[config.mk]
export PLATFORM = sky130hd
export DESIGN_NAME = ppp_back
export DESIGN_NICKNAME = d
export VERILOG_FILES = /design/src/rtl/ppp_pkg.sv /design/src/rtl/ppp_back.sv
export SDC_FILE = /design/constraint.sdc
export NUM_CORES = 1
export LEC_CHECK = 0
export ABC_AREA = 0
export BUFFER_PORTS_ARGS = -buffer_cell sky130_fd_sc_hd__buf_2
export CORE_AREA = 2 2 168 170
export DETAILED_ROUTE_END_ITERATION = 10
export DIE_AREA = 0 0 170 172
export REMOVE_ABC_BUFFERS = 1
export SYNTH_ARGS = -nofsm -noshare
export SYNTH_HDL_FRONTEND = slang
export SYNTH_SLANG_ARGS = --single-unit
[constraint.sdc]
create_clock -name i_clk -period 3.8 [get_ports i_clk]
set_input_delay 0.76 -clock i_clk [delete_from_list [all_inputs] [get_ports i_clk]]
set_output_delay 0.76 -clock i_clk [all_outputs]
set_load 0.05 [all_outputs]
[src/rtl/ppp_pkg.sv]
// package for the perspective projection unit
// shared types for the divider cell chain; no dependencies
package ppp_pkg;

    localparam int NUM_CELLS = 32;
    localparam int NUM_LANES = 3;

    typedef enum logic [1:0] {
        REG_X_SCALE      = 2'd0,
        REG_Y_SCALE      = 2'd1,
        REG_DEPTH_SCALE  = 2'd2,
        REG_DEPTH_OFFSET = 2'd3
    } t_reg_idx;

    // one quotient lane of the restoring divider
    typedef struct packed {
        logic        neg;   // result sign
        logic        ovf;   // quotient >= 2^32
        logic [31:0] rem;   // partial remainder
        logic [31:0] num;   // numerator bits still to shift in
        logic [31:0] quo;   // quotient bits so far
    } t_lane;

    typedef struct packed {
        logic                       valid;
        logic                       dbz;
        logic [31:0]                dmag;
        t_lane [NUM_LANES-1:0]      lane;
    } t_div;

endpackage

[src/rtl/ppp_back.sv]
// back end: sign, saturation and zero-divisor handling into the output register
// depends on ppp_pkg
module ppp_back import ppp_pkg::*; (
    input  logic        i_clk,
    input  logic        i_rst_n,
    input  logic        i_en,
    input  t_div        i_div,
    output logic        o_valid,
    output logic [31:0] o_ndc_x,
    output logic [31:0] o_ndc_y,
    output logic [31:0] o_ndc_z,
    output logic        o_divide_by_zero,
    output logic        o_saturated
);
    logic        r_valid;
    logic [31:0] r_val [NUM_LANES];
    logic [31:0] n_val [NUM_LANES];
    logic        r_dbz, r_sat, n_sat;
    logic [NUM_LANES-1:0] lsat;

    always_comb begin
        for (int l = 0; l < NUM_LANES; l++) begin
            if (i_div.lane[l].neg) begin
                lsat[l]  = i_div.lane[l].ovf || (i_div.lane[l].quo > 32'h8000_0000);
                n_val[l] = lsat[l] ? 32'h8000_0000 : 32'(-i_div.lane[l].quo);
            end else begin
                lsat[l]  = i_div.lane[l].ovf || i_div.lane[l].quo[31];
                n_val[l] = lsat[l] ? 32'h7FFF_FFFF : i_div.lane[l].quo;
            end
            if (i_div.dbz) begin
                n_val[l] = 32'd0;
            end
        end
        n_sat = (|lsat) && !i_div.dbz;
    end

    always_ff @(posedge i_clk) begin
        if (!i_rst_n) begin
            r_valid <= 1'b0;
        end else if (i_en) begin
            r_valid <= i_div.valid;
        end
    end

    always_ff @(posedge i_clk) begin
        if (i_en) begin
            r_val <= n_val;
            r_dbz <= i_div.dbz;
            r_sat <= n_sat;
        end
    end

    assign o_valid          = r_valid;
    assign o_ndc_x          = r_val[0];
    assign o_ndc_y          = r_val[1];
    assign o_ndc_z          = r_val[2];
    assign o_divide_by_zero = r_dbz;
    assign o_saturated      = r_sat;
endmodule

==> flow_summary.toml <==
[synth]
synth_top_cell_by_area = "edfxtp_1"
syn-cell-area_mm2 = 0.006379
syn_inst = 715
synth_flop_cell = "edfxtp_1"
ys_seq_area_share_pct = 46.45
synth.area.top_cells = "edfxtp_1, a21oi_1, nor2_1, nand2_1, nor3_1"
synth_edf_count = 98
yosysWarningCount = 0
avgSynthCellArea_um2 = 8.921
synth_seq_cells = 99
yosys.area.top_type_share_pct = 46.14
ys_types = 61
async_reset_ff_share_pct = 0

[grt]
globalRouteOverflowTotal = 0
grt_start_max_net_pins = 61
track_usage_pct = 15.61
grt_first_pass_wirelength_um = 34960
grt_pass1_vias = 6040
grt_antenna_before_repair = 7

[worst_setup_path]
cp_max_fo = 12
worstPathRequired_ns = 4.03
worstPathCellList = "buf_2 -> inv_1 -> ha_1 -> nor4b_1 -> and4b_1 -> and3_1 -> a211oi_1 -> or2_1 -> buf_12 -> a311oi_1 -> buf_4"
path_class = "in -> reg"
critPathSlowestCell = "nor4b_1"
cp-start-kind = "input port"
cp-end-kind = "flop"
cp_num_buf_inv = 4
crit_family = "simple AND/OR/NAND/NOR gates"
worstPathArrival_ns = 3.48
cpPeakStageDelay_ns = 0.49

[drt]
vias = 6591
wl_um = 23400
avgRoutedWirePerCell_um = 18.28
drt_iter0_markers = 468
ant_nets = 0
drt-pass1-iter-count = 7
drcViolationCount = 0
via_per_inst = 5.149

[die]
die_w_um = 170
initial_utilization_pct = 23.21
design.die.area_mm2 = 0.02924
fp-row-count = 61
boundaryPins = 430
die_y_um = 172
fp.coreArea_mm2 = 0.02748

[cells_and_area]
utilization_pct = 30.01
nets = 1258
drive_gt1_share_pct = 29.71
synthToLayoutAreaGrowth_pct = 29.29

[clocking]
h-tree-depth = 3
cts_tree = "built"
clk_path_buf_depth = 2
cts_root_buf = "clkbuf_16"
cts_resized = 0
holdBufCountCts = 0
cts_buffers = 9
postCtsSetupBuffers = 0
insertion_delay_ns = 0.34
clock_sinks = 99
clk_pin_slew_ns = 0.07

[timing]
fin_crit_sh_pct = 85.73
tightest_slew_ns = 0.9180
skew_ns = 0
rsz0062_at_grt = "false"
tns_ns = 0
finalWorstSetupSlack_ns = 0.5421
finalHoldViolCount = 0
fin_crit_ns = 3.258
final_max_slew_viol_count = 0
max_slew_margin_pct = 38.57
fmax_mhz = 306.9
setup_violations = 0

[pwr]
power.leakage_uw = 0.002979
ir_drop_uv = 236.3
p_comb_share_pct = 26.3
sw_frac_of_total_pct = 35.53
power.density_mw_per_mm2 = 382.6
p_clk_share_pct = 31.3
seqPwrFrac_pct = 42.4
power.switching_uw = 1121
p_total_uw = 3155
intPower_uw = 2034

[place]
dp_slack_ns = 0.1960
dp_hpwl_um = 17760
portBuffers = 205
gp_congestion = 0.8833

[job]
cap_viol_max_count = 0

[min_path]
min_path_type = "reg -> reg"

[status]
status = "finished, final reports clean"
## power by group through the flow
stage / clock network, uW / logic, uW / registers (uW)
2_1_floorplan: 0 / 162 / 1690
6_report: 988 / 829 / 1340
4_1_cts: 1030 / 833 / 1340
3_3_place_gp: 0 / 827 / 1360
3_5_place_dp: 0 / 831 / 1360
5_1_grt: 1060 / 887 / 1350
## per-layer routing
layer	part of all wire (%)	vias up	track usage (%)
met5	0.12	-	0
met4	0.91	4	3.716
met3	8.3	15	4.646
met2	43	241	23.30
met1	48	3132	22.09
li1	-	3199	-
## area by class of cell
| type | instances | area, um2 |
|---|---|---|
| clock buffers | 9 | 225.2 |
| multi-input cells | 566 | 3217 |
| inverters | 13 | 48.80 |
| fillers | 2927 | 19230 |
| clock inverters | 7 | 81.33 |
| well taps | 346 | 432.9 |
| repair buffers | 235 | 1266 |
| flip-flops and latches | 99 | 2963 |
| diodes | 5 | 12.51 |
## cell usage after synthesis (3+ instances only)
library cell	number
nand2b_1	9
nand3_1	28
clkbuf_1	31
nor3_1	52
nand2_1	71
a31oi_1	9
o311ai_0	4
buf_2	3
nand4_1	8
a21o_1	4
nor4_2	3
ha_1	3
o21ai_0	29
nand3b_1	5
a211oi_1	15
or4_1	10
nor2b_1	5
or3_4	3
xnor2_1	4
nor4_1	18
a21oi_1	74
o22ai_1	23
and3_1	5
or3_1	11
a311oi_1	21
mux2i_1	6
or2_2	12
nor4b_1	3
nor2_1	92
inv_1	13
o211ai_1	3
edfxtp_1	98
## logic make-up after synthesis
kind of cell / Yosys count / synth area share [%]
compound gates: 200 / 19.83
simple gates: 352 / 28.38
xor+xnor: 5 / 0.6865
flops: 99 / 46.45
buf+inv: 50 / 3.119
mux: 6 / 0.9416
fa+ha+maj: 3 / 0.5885
## worst min-delay path: stages (launching register included)
cell     delay, ns
dfxtp_1       0.31
mux2i_1       0.11
nor2b_1       0.06
## sequential cells by signal (all words and copies together), names as in the netlist
signal,count
o_ndc_x,32
o_ndc_y,32
o_ndc_z,32
o_divide_by_zero,1
o_saturated,1
o_valid,1
## final timing paths
path	startpoint	end	slack (ns)	cells after the start
worst max-delay path	i_div[0]	o_ndc_x[8]	0.54	11
worst min-delay path	o_valid	o_valid	0.53	2
worst max register to register	o_valid	o_valid	3.21	2
worst min register to register	o_valid	o_valid	0.53	2
## per-stage QoR
stage	hold slack, ns	instances	area, um2
final	0.5264	1280	8247
after global routing	0.5566	1276	8237
after CTS	0.5395	1275	8234
after detailed placement	0.5290	1259	7928
after global placement	0.5011	1259	7928
after floorplan	0.7429	678	6228
## cell usage in the layout, fill, tap and decap left out, types with 3 or more instances in the layout
| master | n |
|---|---|
| a211oi_1 | 15 |
| a21o_1 | 4 |
| a21oi_1 | 74 |
| a311oi_1 | 21 |
| a31oi_1 | 9 |
| and3_1 | 5 |
| buf_2 | 204 |
| buf_4 | 30 |
| clkbuf_16 | 9 |
| diode_2 | 5 |
| edfxtp_1 | 98 |
| ha_1 | 3 |
| inv_1 | 13 |
| inv_6 | 3 |
| mux2i_1 | 6 |
| nand2_1 | 71 |
| nand2b_1 | 9 |
| nand3_1 | 28 |
| nand3b_1 | 5 |
| nand4_1 | 8 |
| nor2_1 | 92 |
| nor2b_1 | 5 |
| nor3_1 | 52 |
| nor4_1 | 18 |
| nor4_2 | 3 |
| nor4b_1 | 3 |
| o211ai_1 | 3 |
| o21ai_0 | 29 |
| o22ai_1 | 23 |
| o311ai_0 | 4 |
| or2_2 | 12 |
| or3_1 | 11 |
| or3_4 | 3 |
| or4_1 | 10 |
| xnor2_1 | 4 |
No activity file was read; power rests on OpenSTA's default activity.
