===== src/rtl/ppp_pkg.sv =====
// package for the perspective projection unit
// shared types for the divider cell chain; no dependencies
package ppp_pkg;

    localparam int NUM_CELLS = 32;
    localparam int NUM_LANES = 3;

    typedef enum logic [1:0] {
        REG_X_SCALE      = 2'd0,
        REG_Y_SCALE      = 2'd1,
        REG_DEPTH_SCALE  = 2'd2,
        REG_DEPTH_OFFSET = 2'd3
    } t_reg_idx;

    // one quotient lane of the restoring divider
    typedef struct packed {
        logic        neg;   // result sign
        logic        ovf;   // quotient >= 2^32
        logic [31:0] rem;   // partial remainder
        logic [31:0] num;   // numerator bits still to shift in
        logic [31:0] quo;   // quotient bits so far
    } t_lane;

    typedef struct packed {
        logic                       valid;
        logic                       dbz;
        logic [31:0]                dmag;
        t_lane [NUM_LANES-1:0]      lane;
    } t_div;

endpackage


===== src/rtl/ppp_div_cell.sv =====
// one restoring divider cell: one quotient bit for each of the three lanes
// depends on ppp_pkg
module ppp_div_cell import ppp_pkg::*; (
    input  logic i_clk,
    input  logic i_rst_n,
    input  logic i_en,
    input  t_div i_div,
    output t_div o_div
);
    t_div        r_div, n_div;
    logic [32:0] trial [NUM_LANES];
    logic [NUM_LANES-1:0] ge;

    always_comb begin
        n_div = i_div;
        for (int l = 0; l < NUM_LANES; l++) begin
            trial[l] = {i_div.lane[l].rem, i_div.lane[l].num[31]};
            ge[l]    = (trial[l] >= {1'b0, i_div.dmag});
            n_div.lane[l].rem = ge[l] ? 32'(trial[l] - {1'b0, i_div.dmag})
                                      : trial[l][31:0];
            n_div.lane[l].num = {i_div.lane[l].num[30:0], 1'b0};
            n_div.lane[l].quo = {i_div.lane[l].quo[30:0], ge[l]};
        end
    end

    always_ff @(posedge i_clk) begin
        if (!i_rst_n) begin
            r_div.valid <= 1'b0;
        end else if (i_en) begin
            r_div.valid <= n_div.valid;
        end
    end

    always_ff @(posedge i_clk) begin
        if (i_en) begin
            r_div.dbz  <= n_div.dbz;
            r_div.dmag <= n_div.dmag;
            r_div.lane <= n_div.lane;
        end
    end

    assign o_div = r_div;
endmodule


===== config.mk =====
export PLATFORM = sky130hd
export DESIGN_NAME = ppp_div_cell
export DESIGN_NICKNAME = d
export VERILOG_FILES = /design/src/rtl/ppp_pkg.sv /design/src/rtl/ppp_div_cell.sv
export SDC_FILE = /design/constraint.sdc
export NUM_CORES = 1
export LEC_CHECK = 0
export ABC_AREA = 1
export ABC_CLOCK_PERIOD_IN_PS = 2400
export CAP_MARGIN = 20
export CORE_MARGIN = 2
export CORE_UTILIZATION = 30
export DETAILED_ROUTE_END_ITERATION = 8
export DONT_BUFFER_PORTS = 1
export SLEW_MARGIN = 20
export SYNTH_ARGS = -nofsm -noshare
export SYNTH_HDL_FRONTEND = slang
export SYNTH_SLANG_ARGS = --single-unit

===== constraint.sdc =====
create_clock -name i_clk -period 2.4 [get_ports i_clk]
set_input_delay 0.12 -clock i_clk [delete_from_list [all_inputs] [get_ports i_clk]]
set_output_delay 0.12 -clock i_clk [all_outputs]
set_load 0.01 [all_outputs]

==> flow_summary.rst, run 1 <==
.. list-table::
   :header-rows: 1

   * - Metric
     - Value
   * - Worst min path class
     - in2reg
   * - Worst-margin pin slew
     - 1.65 ns
   * - Final-stage net count
     - 3062
   * - Global-route wire length before repair
     - 125000 µm
   * - Number of H-tree branching levels
     - 2
   * - Summed negative setup slack over all endpoints
     - 0 ns
   * - Startpoint of the most critical register-to-register path
     - o_div[327]
   * - Number of flops mapped to enable cells by yosys
     - 324
   * - Layout Skew
     - 0 ns
   * - Top cells by count, synth
     - 851 x sky130_fd_sc_hd__nand2_1, 398 x sky130_fd_sc_hd__inv_1, 324 x sky130_fd_sc_hd__edfxtp_1
   * - Result of the run
     - complete, but fails checks
   * - Setup repair after global routing missed its margin
     - false
   * - Detail Placement HPWL
     - 69900 µm
   * - Width of the chip
     - 256 µm
   * - Maximum root-to-sink buffer count
     - 3
   * - Category of the critical setup timing path
     - in2reg
   * - Number of sinks driven by the clock tree
     - 325
   * - Failing checks
     - hold timing, slew limit
   * - Max rail drop VDD
     - 0.448 mV
   * - Final setup fails
     - 0
   * - Filler Cells Inserted
     - 6363
   * - Share of final-layout standard cells stronger than drive strength 1
     - 7.33%
   * - Cell area power density
     - 697 nW/µm²
   * - Number of cells on the worst reg-to-reg path
     - 3
   * - Mean instance size in the synthesized netlist
     - 8.51 µm²
   * - Clock insertion delay at the later pin of the skew report
     - 0.56 ns
   * - Clock slew at the register clock pins of the worst setup and hold paths
     - 0.06 ns
   * - Y dimension of the die
     - 256 µm
   * - Row Count
     - 92
   * - Master cell of the clock root buffer
     - sky130_fd_sc_hd__clkbuf_16
   * - Share of synthesized area occupied by flip-flops and latches
     - 51.3%
   * - Tmin final
     - 2.20 ns
   * - Area fraction of the dominant cell type after synthesis
     - 51.2%
   * - Via density per instance
     - 4.72
   * - End of the critical path
     - o_div[276]
   * - Largest net degree at the start of global routing
     - 327
   * - Setup slack of the most critical reg-to-reg path
     - 0.93 ns
   * - 1st-pass router iterations
     - 8
   * - Fmax
     - 0.455 GHz
   * - Max Transition Viols Final
     - 112
   * - Gpl congestion
     - 1.08
   * - Required time at the worst-slack endpoint
     - 2.72 ns
   * - Static power due to leakage
     - 11.8 nW
   * - Routed via count
     - 16600
   * - DRC violations left
     - 0
   * - Remaining Overflow, GRT
     - 0
   * - Floorplan Core Area
     - 62900 µm²
   * - Effective utilization at floorplan
     - 30.2%
   * - Flops & latches, synth
     - 325
   * - Residual antenna-violating net count after detailed routing
     - 0
   * - DR iter-0 viols
     - 1215
   * - Final period util
     - 91.7%
   * - Number of antenna violations at the first check in global routing
     - 17
   * - Proportion of register bits with asynchronous set or reset after synthesis
     - 0%
   * - TritonCTS clock tree
     - done
   * - Tot Pwr
     - 17.4 mW
   * - Worst relative slew slack
     - -10.1%
   * - Hold-fix buffer count after cts
     - 323
   * - Total routing usage reported by global routing
     - 27.2%
   * - Top cells by area in the synthesized netlist
     - sky130_fd_sc_hd__edfxtp_1 51%, sky130_fd_sc_hd__nand2_1 17%, sky130_fd_sc_hd__inv_1 7.9%, sky130_fd_sc_hd__ha_1 6.3%, sky130_fd_sc_hd__nand3_1 4.3%
   * - Top flip-flop cell by instance count after synthesis
     - sky130_fd_sc_hd__edfxtp_1
   * - Library cell occupying the most area in the post-synthesis netlist
     - sky130_fd_sc_hd__edfxtp_1
   * - Tightest hold margin
     - -0.348 ns
   * - WL per Instance
     - 25.8 µm
   * - End of the worst register-to-register path
     - o_div[327]
   * - Crit path DAT
     - 2.52 ns
   * - Most common cell in the netlist
     - sky130_fd_sc_hd__nand2_1
   * - Number of top-level pins
     - 659
   * - Vias in the first global route
     - 16100
   * - Post-CTS setup buffers
     - 0
   * - Critical Path Start Type
     - input port
   * - Number of warnings issued by yosys
     - 0
   * - Timing startpoint of the critical path
     - i_div[295]
   * - Die area
     - 65400 µm²
   * - Flip-flop count of the largest register, all copies and words added
     - 325
   * - Yosys cell types
     - 34
   * - Total wire length after detailed routing
     - 90900 µm
   * - Signed area change from the synthesized netlist to the final layout
     - 31.5%
   * - Critical Path End Type
     - flop
   * - Number of buffers added by the clock tree synthesis step
     - 40
   * - # Max-Cap Violations
     - 0
   * - Post-synthesis cell area
     - 19000 µm²
   * - Final-report hold violation count
     - 55
   * - Highest fanout seen on the critical path
     - 4
   * - Number of instances in the synthesized netlist
     - 2235
   * - Quantity of I/O buffers inserted on ports
     - 0
## cell type report
class                           instances  area (µm²)  share of cell area, %
Multi-Input combinational cell       1481        7530                   30.1
Timing Repair Buffer                  384        3760                   15.0
Sequential cell                       325        9750                   39.0
Clock buffer                           50        1050                   4.19
Antenna cell                           12        30.0                  0.120
Inverter                              400        1500                   6.01
Tap cell                              846        1060                   4.23
Clock inverter                         22         322                   1.29
## critical path, cell delays in order
cell                            delay, ns
sky130_fd_sc_hd__dlygate4sd3_1       0.78
sky130_fd_sc_hd__fa_1                0.53
sky130_fd_sc_hd__inv_1               0.10
sky130_fd_sc_hd__nand3_1             0.07
sky130_fd_sc_hd__nand3_1             0.18
sky130_fd_sc_hd__nand2_1             0.08
sky130_fd_sc_hd__nand3_1             0.18
sky130_fd_sc_hd__nand3_1             0.17
sky130_fd_sc_hd__nand3_1             0.10
sky130_fd_sc_hd__nand2_1             0.06
sky130_fd_sc_hd__nand2_1             0.06
sky130_fd_sc_hd__nand2_1             0.08
## report_power, final
group	switching, mW	internal (mW)
logic	1.87	1.24
clock network	2.63	3.89
registers	0.792	7.00
total	5.29	12.1
## layer usage
metal  wire, µm  vias to the layer above  GRT usage (%)
met5         40                        -              0
met4       3990                        6           10.4
met3       7510                      116           7.98
met2      42900                      717           45.9
met1      36400                     7854           32.6
li1           -                     7927              -
## cells in the final DEF (no fill, tap or decap), types with 5 or more instances in the layout
| cell | instances |
|---|---|
| sky130_fd_sc_hd__a21oi_1 | 60 |
| sky130_fd_sc_hd__nand4_1 | 9 |
| sky130_fd_sc_hd__dlygate4sd3_1 | 322 |
| sky130_fd_sc_hd__nand3b_1 | 22 |
| sky130_fd_sc_hd__clkbuf_1 | 9 |
| sky130_fd_sc_hd__clkinv_2 | 5 |
| sky130_fd_sc_hd__nand3_1 | 162 |
| sky130_fd_sc_hd__buf_12 | 5 |
| sky130_fd_sc_hd__clkbuf_16 | 40 |
| sky130_fd_sc_hd__diode_2 | 12 |
| sky130_fd_sc_hd__nand2_1 | 851 |
| sky130_fd_sc_hd__nand3_2 | 33 |
| sky130_fd_sc_hd__buf_4 | 56 |
| sky130_fd_sc_hd__nor2_1 | 109 |
| sky130_fd_sc_hd__and2_1 | 15 |
| sky130_fd_sc_hd__xor2_1 | 39 |
| sky130_fd_sc_hd__nand2_2 | 13 |
| sky130_fd_sc_hd__edfxtp_1 | 324 |
| sky130_fd_sc_hd__nor2_2 | 12 |
| sky130_fd_sc_hd__o21ai_0 | 7 |
| sky130_fd_sc_hd__ha_1 | 96 |
| sky130_fd_sc_hd__inv_1 | 398 |
| sky130_fd_sc_hd__bufinv_16 | 7 |
| sky130_fd_sc_hd__nor3_1 | 25 |
## how the worst min path moves through the flow
| stage | depth (start not counted) | from | slack [ns] | to |
|---|---|---|---|---|
| floorplan | 1 | i_en | 0.21 | o_div[327] |
| global placement | 0 | i_div[200] | 0.22 | o_div[201] |
| detailed placement | 0 | i_div[124] | 0.22 | o_div[125] |
| CTS | 0 | i_en | -0.36 | o_div[286] |
| global route | 0 | i_en | -0.37 | o_div[288] |
| finish | 0 | i_en | -0.35 | o_div[288] |
## stage by stage
stage	area [µm²]	hold WS, ns	std cells	worst slack [ns]	utilization, %
finish	25000	-0.348	3520	0.200	39.8
global placement	20400	0.219	3113	0.0760	32.4
global route	25000	-0.371	3515	0.0888	39.7
floorplan	19000	0.213	2237	0.627	-
detailed placement	20400	0.219	3113	0.0219	32.4
CTS	25000	-0.357	3508	0.0590	39.7
## cell families (layout without fill, tap and decap cells)
logic type      count (synthesis)  after routing  synth area share, %
compound gates                 72             72                 1.97
xor+xnor                       42             42                 1.93
fa+ha+maj                      99             99                 6.63
buf+inv                       431            856                 9.15
flops                         325            325                 51.3
other cells                     1             15               0.0197
simple gates                 1265           1265                 29.0
## repair_timing
action                                 4_1_cts  5_1_grt
setup endpoints to repair                    0        6
resized for setup                            0        1
endpoints found under the hold margin      646      160
Power figures use the tool's default switching activity.
==> run 2, diff against run 1 <==
- REMOVE_ABC_BUFFERS: not set -> 1
==> flow_summary.rst, run 2 (synthesis gave the netlist of run 1 again) <==
.. list-table::
   :header-rows: 1

   * - Metric
     - Value
   * - Number of sinks driven by the clock tree
     - 325 (unchanged)
   * - Share of final-layout standard cells stronger than drive strength 1
     - 8.44% (was 7.33%)
   * - Via density per instance
     - 4.70 (was 4.72)
   * - Effective utilization at floorplan
     - 30.2% (unchanged)
   * - DRC violations left
     - 0 (unchanged)
   * - Setup slack of the most critical reg-to-reg path
     - 0.43 ns (was 0.93 ns)
   * - Timing startpoint of the critical path
     - i_div[161] (was i_div[295])
   * - Vias in the first global route
     - 16100 (about the same)
   * - Final-stage net count
     - 3090 (was 3062)
   * - Remaining Overflow, GRT
     - 0 (unchanged)
   * - Category of the critical setup timing path
     - in2reg (unchanged)
   * - Leading cell type in the layout, fill and taps excluded
     - sky130_fd_sc_hd__nand2_1 (unchanged)
   * - Fmax
     - 0.444 GHz (was 0.455 GHz)
   * - Post-CTS setup buffers
     - 0 (unchanged)
   * - Number of top-level pins
     - 659 (unchanged)
   * - Hold-fix buffer count after cts
     - 322 (was 323)
   * - Origin of the worst min-delay path
     - i_en (unchanged)
   * - Number of H-tree branching levels
     - 2 (unchanged)
   * - Y dimension of the die
     - 256 µm (unchanged)
   * - Tightest hold margin
     - -0.318 ns (was -0.348 ns)
   * - Final-report hold violation count
     - 176 (was 55)
   * - Gpl congestion
     - 1.02 (was 1.08)
   * - Number of gates given a new drive strength after cts
     - 0 (unchanged)
   * - Result of the run
     - complete, but fails checks (unchanged)
   * - Final Core Density
     - 40.1% (was 39.8%)
   * - Tot Pwr
     - 17.2 mW (was 17.4 mW)
   * - Row Count
     - 92 (unchanged)
   * - Routed via count
     - 16700 (was 16600)
   * - Critical Path End Type
     - flop (unchanged)
   * - Summed negative setup slack over all endpoints
     - 0 ns (unchanged)
   * - Static power due to leakage
     - 11.9 nW (was 11.8 nW)
   * - # Max-Cap Violations
     - 0 (unchanged)
   * - Floorplan Core Area
     - 62900 µm² (unchanged)
   * - Detail Placement HPWL
     - 68500 µm (was 69900 µm)
   * - Flip-flop count of the largest register, all copies and words added
     - 325 (unchanged)
   * - Worst-margin pin slew
     - 0.725 ns (was 1.65 ns)
   * - Worst relative slew slack
     - 51.7% (was -10.1%)
   * - Signed area change from the synthesized netlist to the final layout
     - 32.5% (was 31.5%)
   * - Maximum root-to-sink buffer count
     - 3 (unchanged)
   * - WL per Instance
     - 24.9 µm (was 25.8 µm)
   * - Largest net degree at the start of global routing
     - 327 (unchanged)
   * - Final setup fails
     - 0 (unchanged)
   * - Setup repair after global routing missed its margin
     - false (unchanged)
   * - Worst min path class
     - in2reg (unchanged)
   * - Commonest cells after routing, fill and taps aside
     - 851 x sky130_fd_sc_hd__nand2_1, 398 x sky130_fd_sc_hd__inv_1, 324 x sky130_fd_sc_hd__edfxtp_1 (unchanged)
   * - Total wire length after detailed routing
     - 88200 µm (was 90900 µm)
   * - Width of the chip
     - 256 µm (unchanged)
   * - Max Transition Viols Final
     - 0 (was 112)
   * - Cell area power density
     - 683 nW/µm² (was 697 nW/µm²)
   * - Startpoint of the most critical register-to-register path
     - o_div[327] (unchanged)
   * - Required time at the worst-slack endpoint
     - 2.71 ns (was 2.72 ns)
   * - Master cell of the clock root buffer
     - sky130_fd_sc_hd__clkbuf_16 (unchanged)
   * - Tmin final
     - 2.25 ns (was 2.20 ns)
   * - Die area
     - 65400 µm² (unchanged)
   * - Total routing usage reported by global routing
     - 26.3% (was 27.2%)
   * - Highest fanout seen on the critical path
     - 3 (was 4)
   * - 1st-pass router iterations
     - 5 (was 8)
   * - Max rail drop VDD
     - 0.472 mV (was 0.448 mV)
   * - Clock insertion delay at the later pin of the skew report
     - 0.56 ns (about the same)
   * - Critical Path Start Type
     - input port (unchanged)
   * - Global-route wire length before repair
     - 121000 µm (was 125000 µm)
   * - Number of antenna violations at the first check in global routing
     - 15 (was 17)
   * - Clock slew at the register clock pins of the worst setup and hold paths
     - 0.06 ns (about the same)
   * - TritonCTS clock tree
     - done (unchanged)
   * - Layout Skew
     - 0 ns (unchanged)
   * - Quantity of I/O buffers inserted on ports
     - 0 (unchanged)
   * - Failing checks
     - hold timing (was hold timing, slew limit)
   * - Number of buffers added by the clock tree synthesis step
     - 40 (unchanged)
   * - DR iter-0 viols
     - 1266 (was 1215)
   * - Residual antenna-violating net count after detailed routing
     - 0 (unchanged)
   * - Final period util
     - 93.9% (was 91.7%)
   * - Crit path DAT
     - 2.57 ns (was 2.52 ns)
==> run 2: path summary, 6_finish.rpt <==
| path | endpoint | cells past startpoint |
|---|---|---|
| max | o_div[190] | 14 |
| min | o_div[151] | 0 |
| max reg2reg | o_div[327] | 4 |
| min reg2reg | o_div[327] | 4 |
==> run 2: final cells by class <==
cell class / count / area, µm²
clock inverter: 24 / 288
tap: 846 / 1060
clock buffer: 49 / 1030
multi-input combinational: 1481 / 7530
inverter: 400 / 1500
sequential: 325 / 9750
timing repair buffer: 412 / 4010
antenna: 8 / 20.0
fill: 6359 / 37700
==> run 2: critical path: stages <==
cell	delay, ns
sky130_fd_sc_hd__dlygate4sd3_1	0.58
sky130_fd_sc_hd__inv_1	0.08
sky130_fd_sc_hd__ha_1	0.23
sky130_fd_sc_hd__fa_1	0.42
sky130_fd_sc_hd__inv_1	0.12
sky130_fd_sc_hd__nand3_1	0.08
sky130_fd_sc_hd__nand3_1	0.17
sky130_fd_sc_hd__nand3_1	0.09
sky130_fd_sc_hd__nand2_1	0.24
sky130_fd_sc_hd__nand2_1	0.15
sky130_fd_sc_hd__nand2_1	0.09
sky130_fd_sc_hd__nand2_1	0.06
sky130_fd_sc_hd__nand3_2	0.07
sky130_fd_sc_hd__nand2_1	0.06
==> run 2: through the flow <==
stage / instances / worst slack (ns) / instance area, µm²
final: 3545 / 0.147 / 25200
after global routing: 3539 / 0.0631 / 25200
after CTS: 3537 / 0.245 / 25200
after detailed placement: 3142 / 0.0205 / 20600
after global placement: 3142 / 0.0587 / 20600
after floorplan: 2206 / 0.284 / 18800
==> run 2: report_power, final <==
group | switching, mW | internal, mW
Combinational | 1.87 | 1.30
Sequential | 0.796 | 6.99
Clock | 2.59 | 3.65
==> run 2: layer usage <==
metal	global-route usage [%]	vias up	wire, µm
li1	-	7984	-
met1	30.4	7898	34800
met2	46.6	647	43500
met3	6.37	125	5850
met4	10.3	8	3970
met5	0	-	47
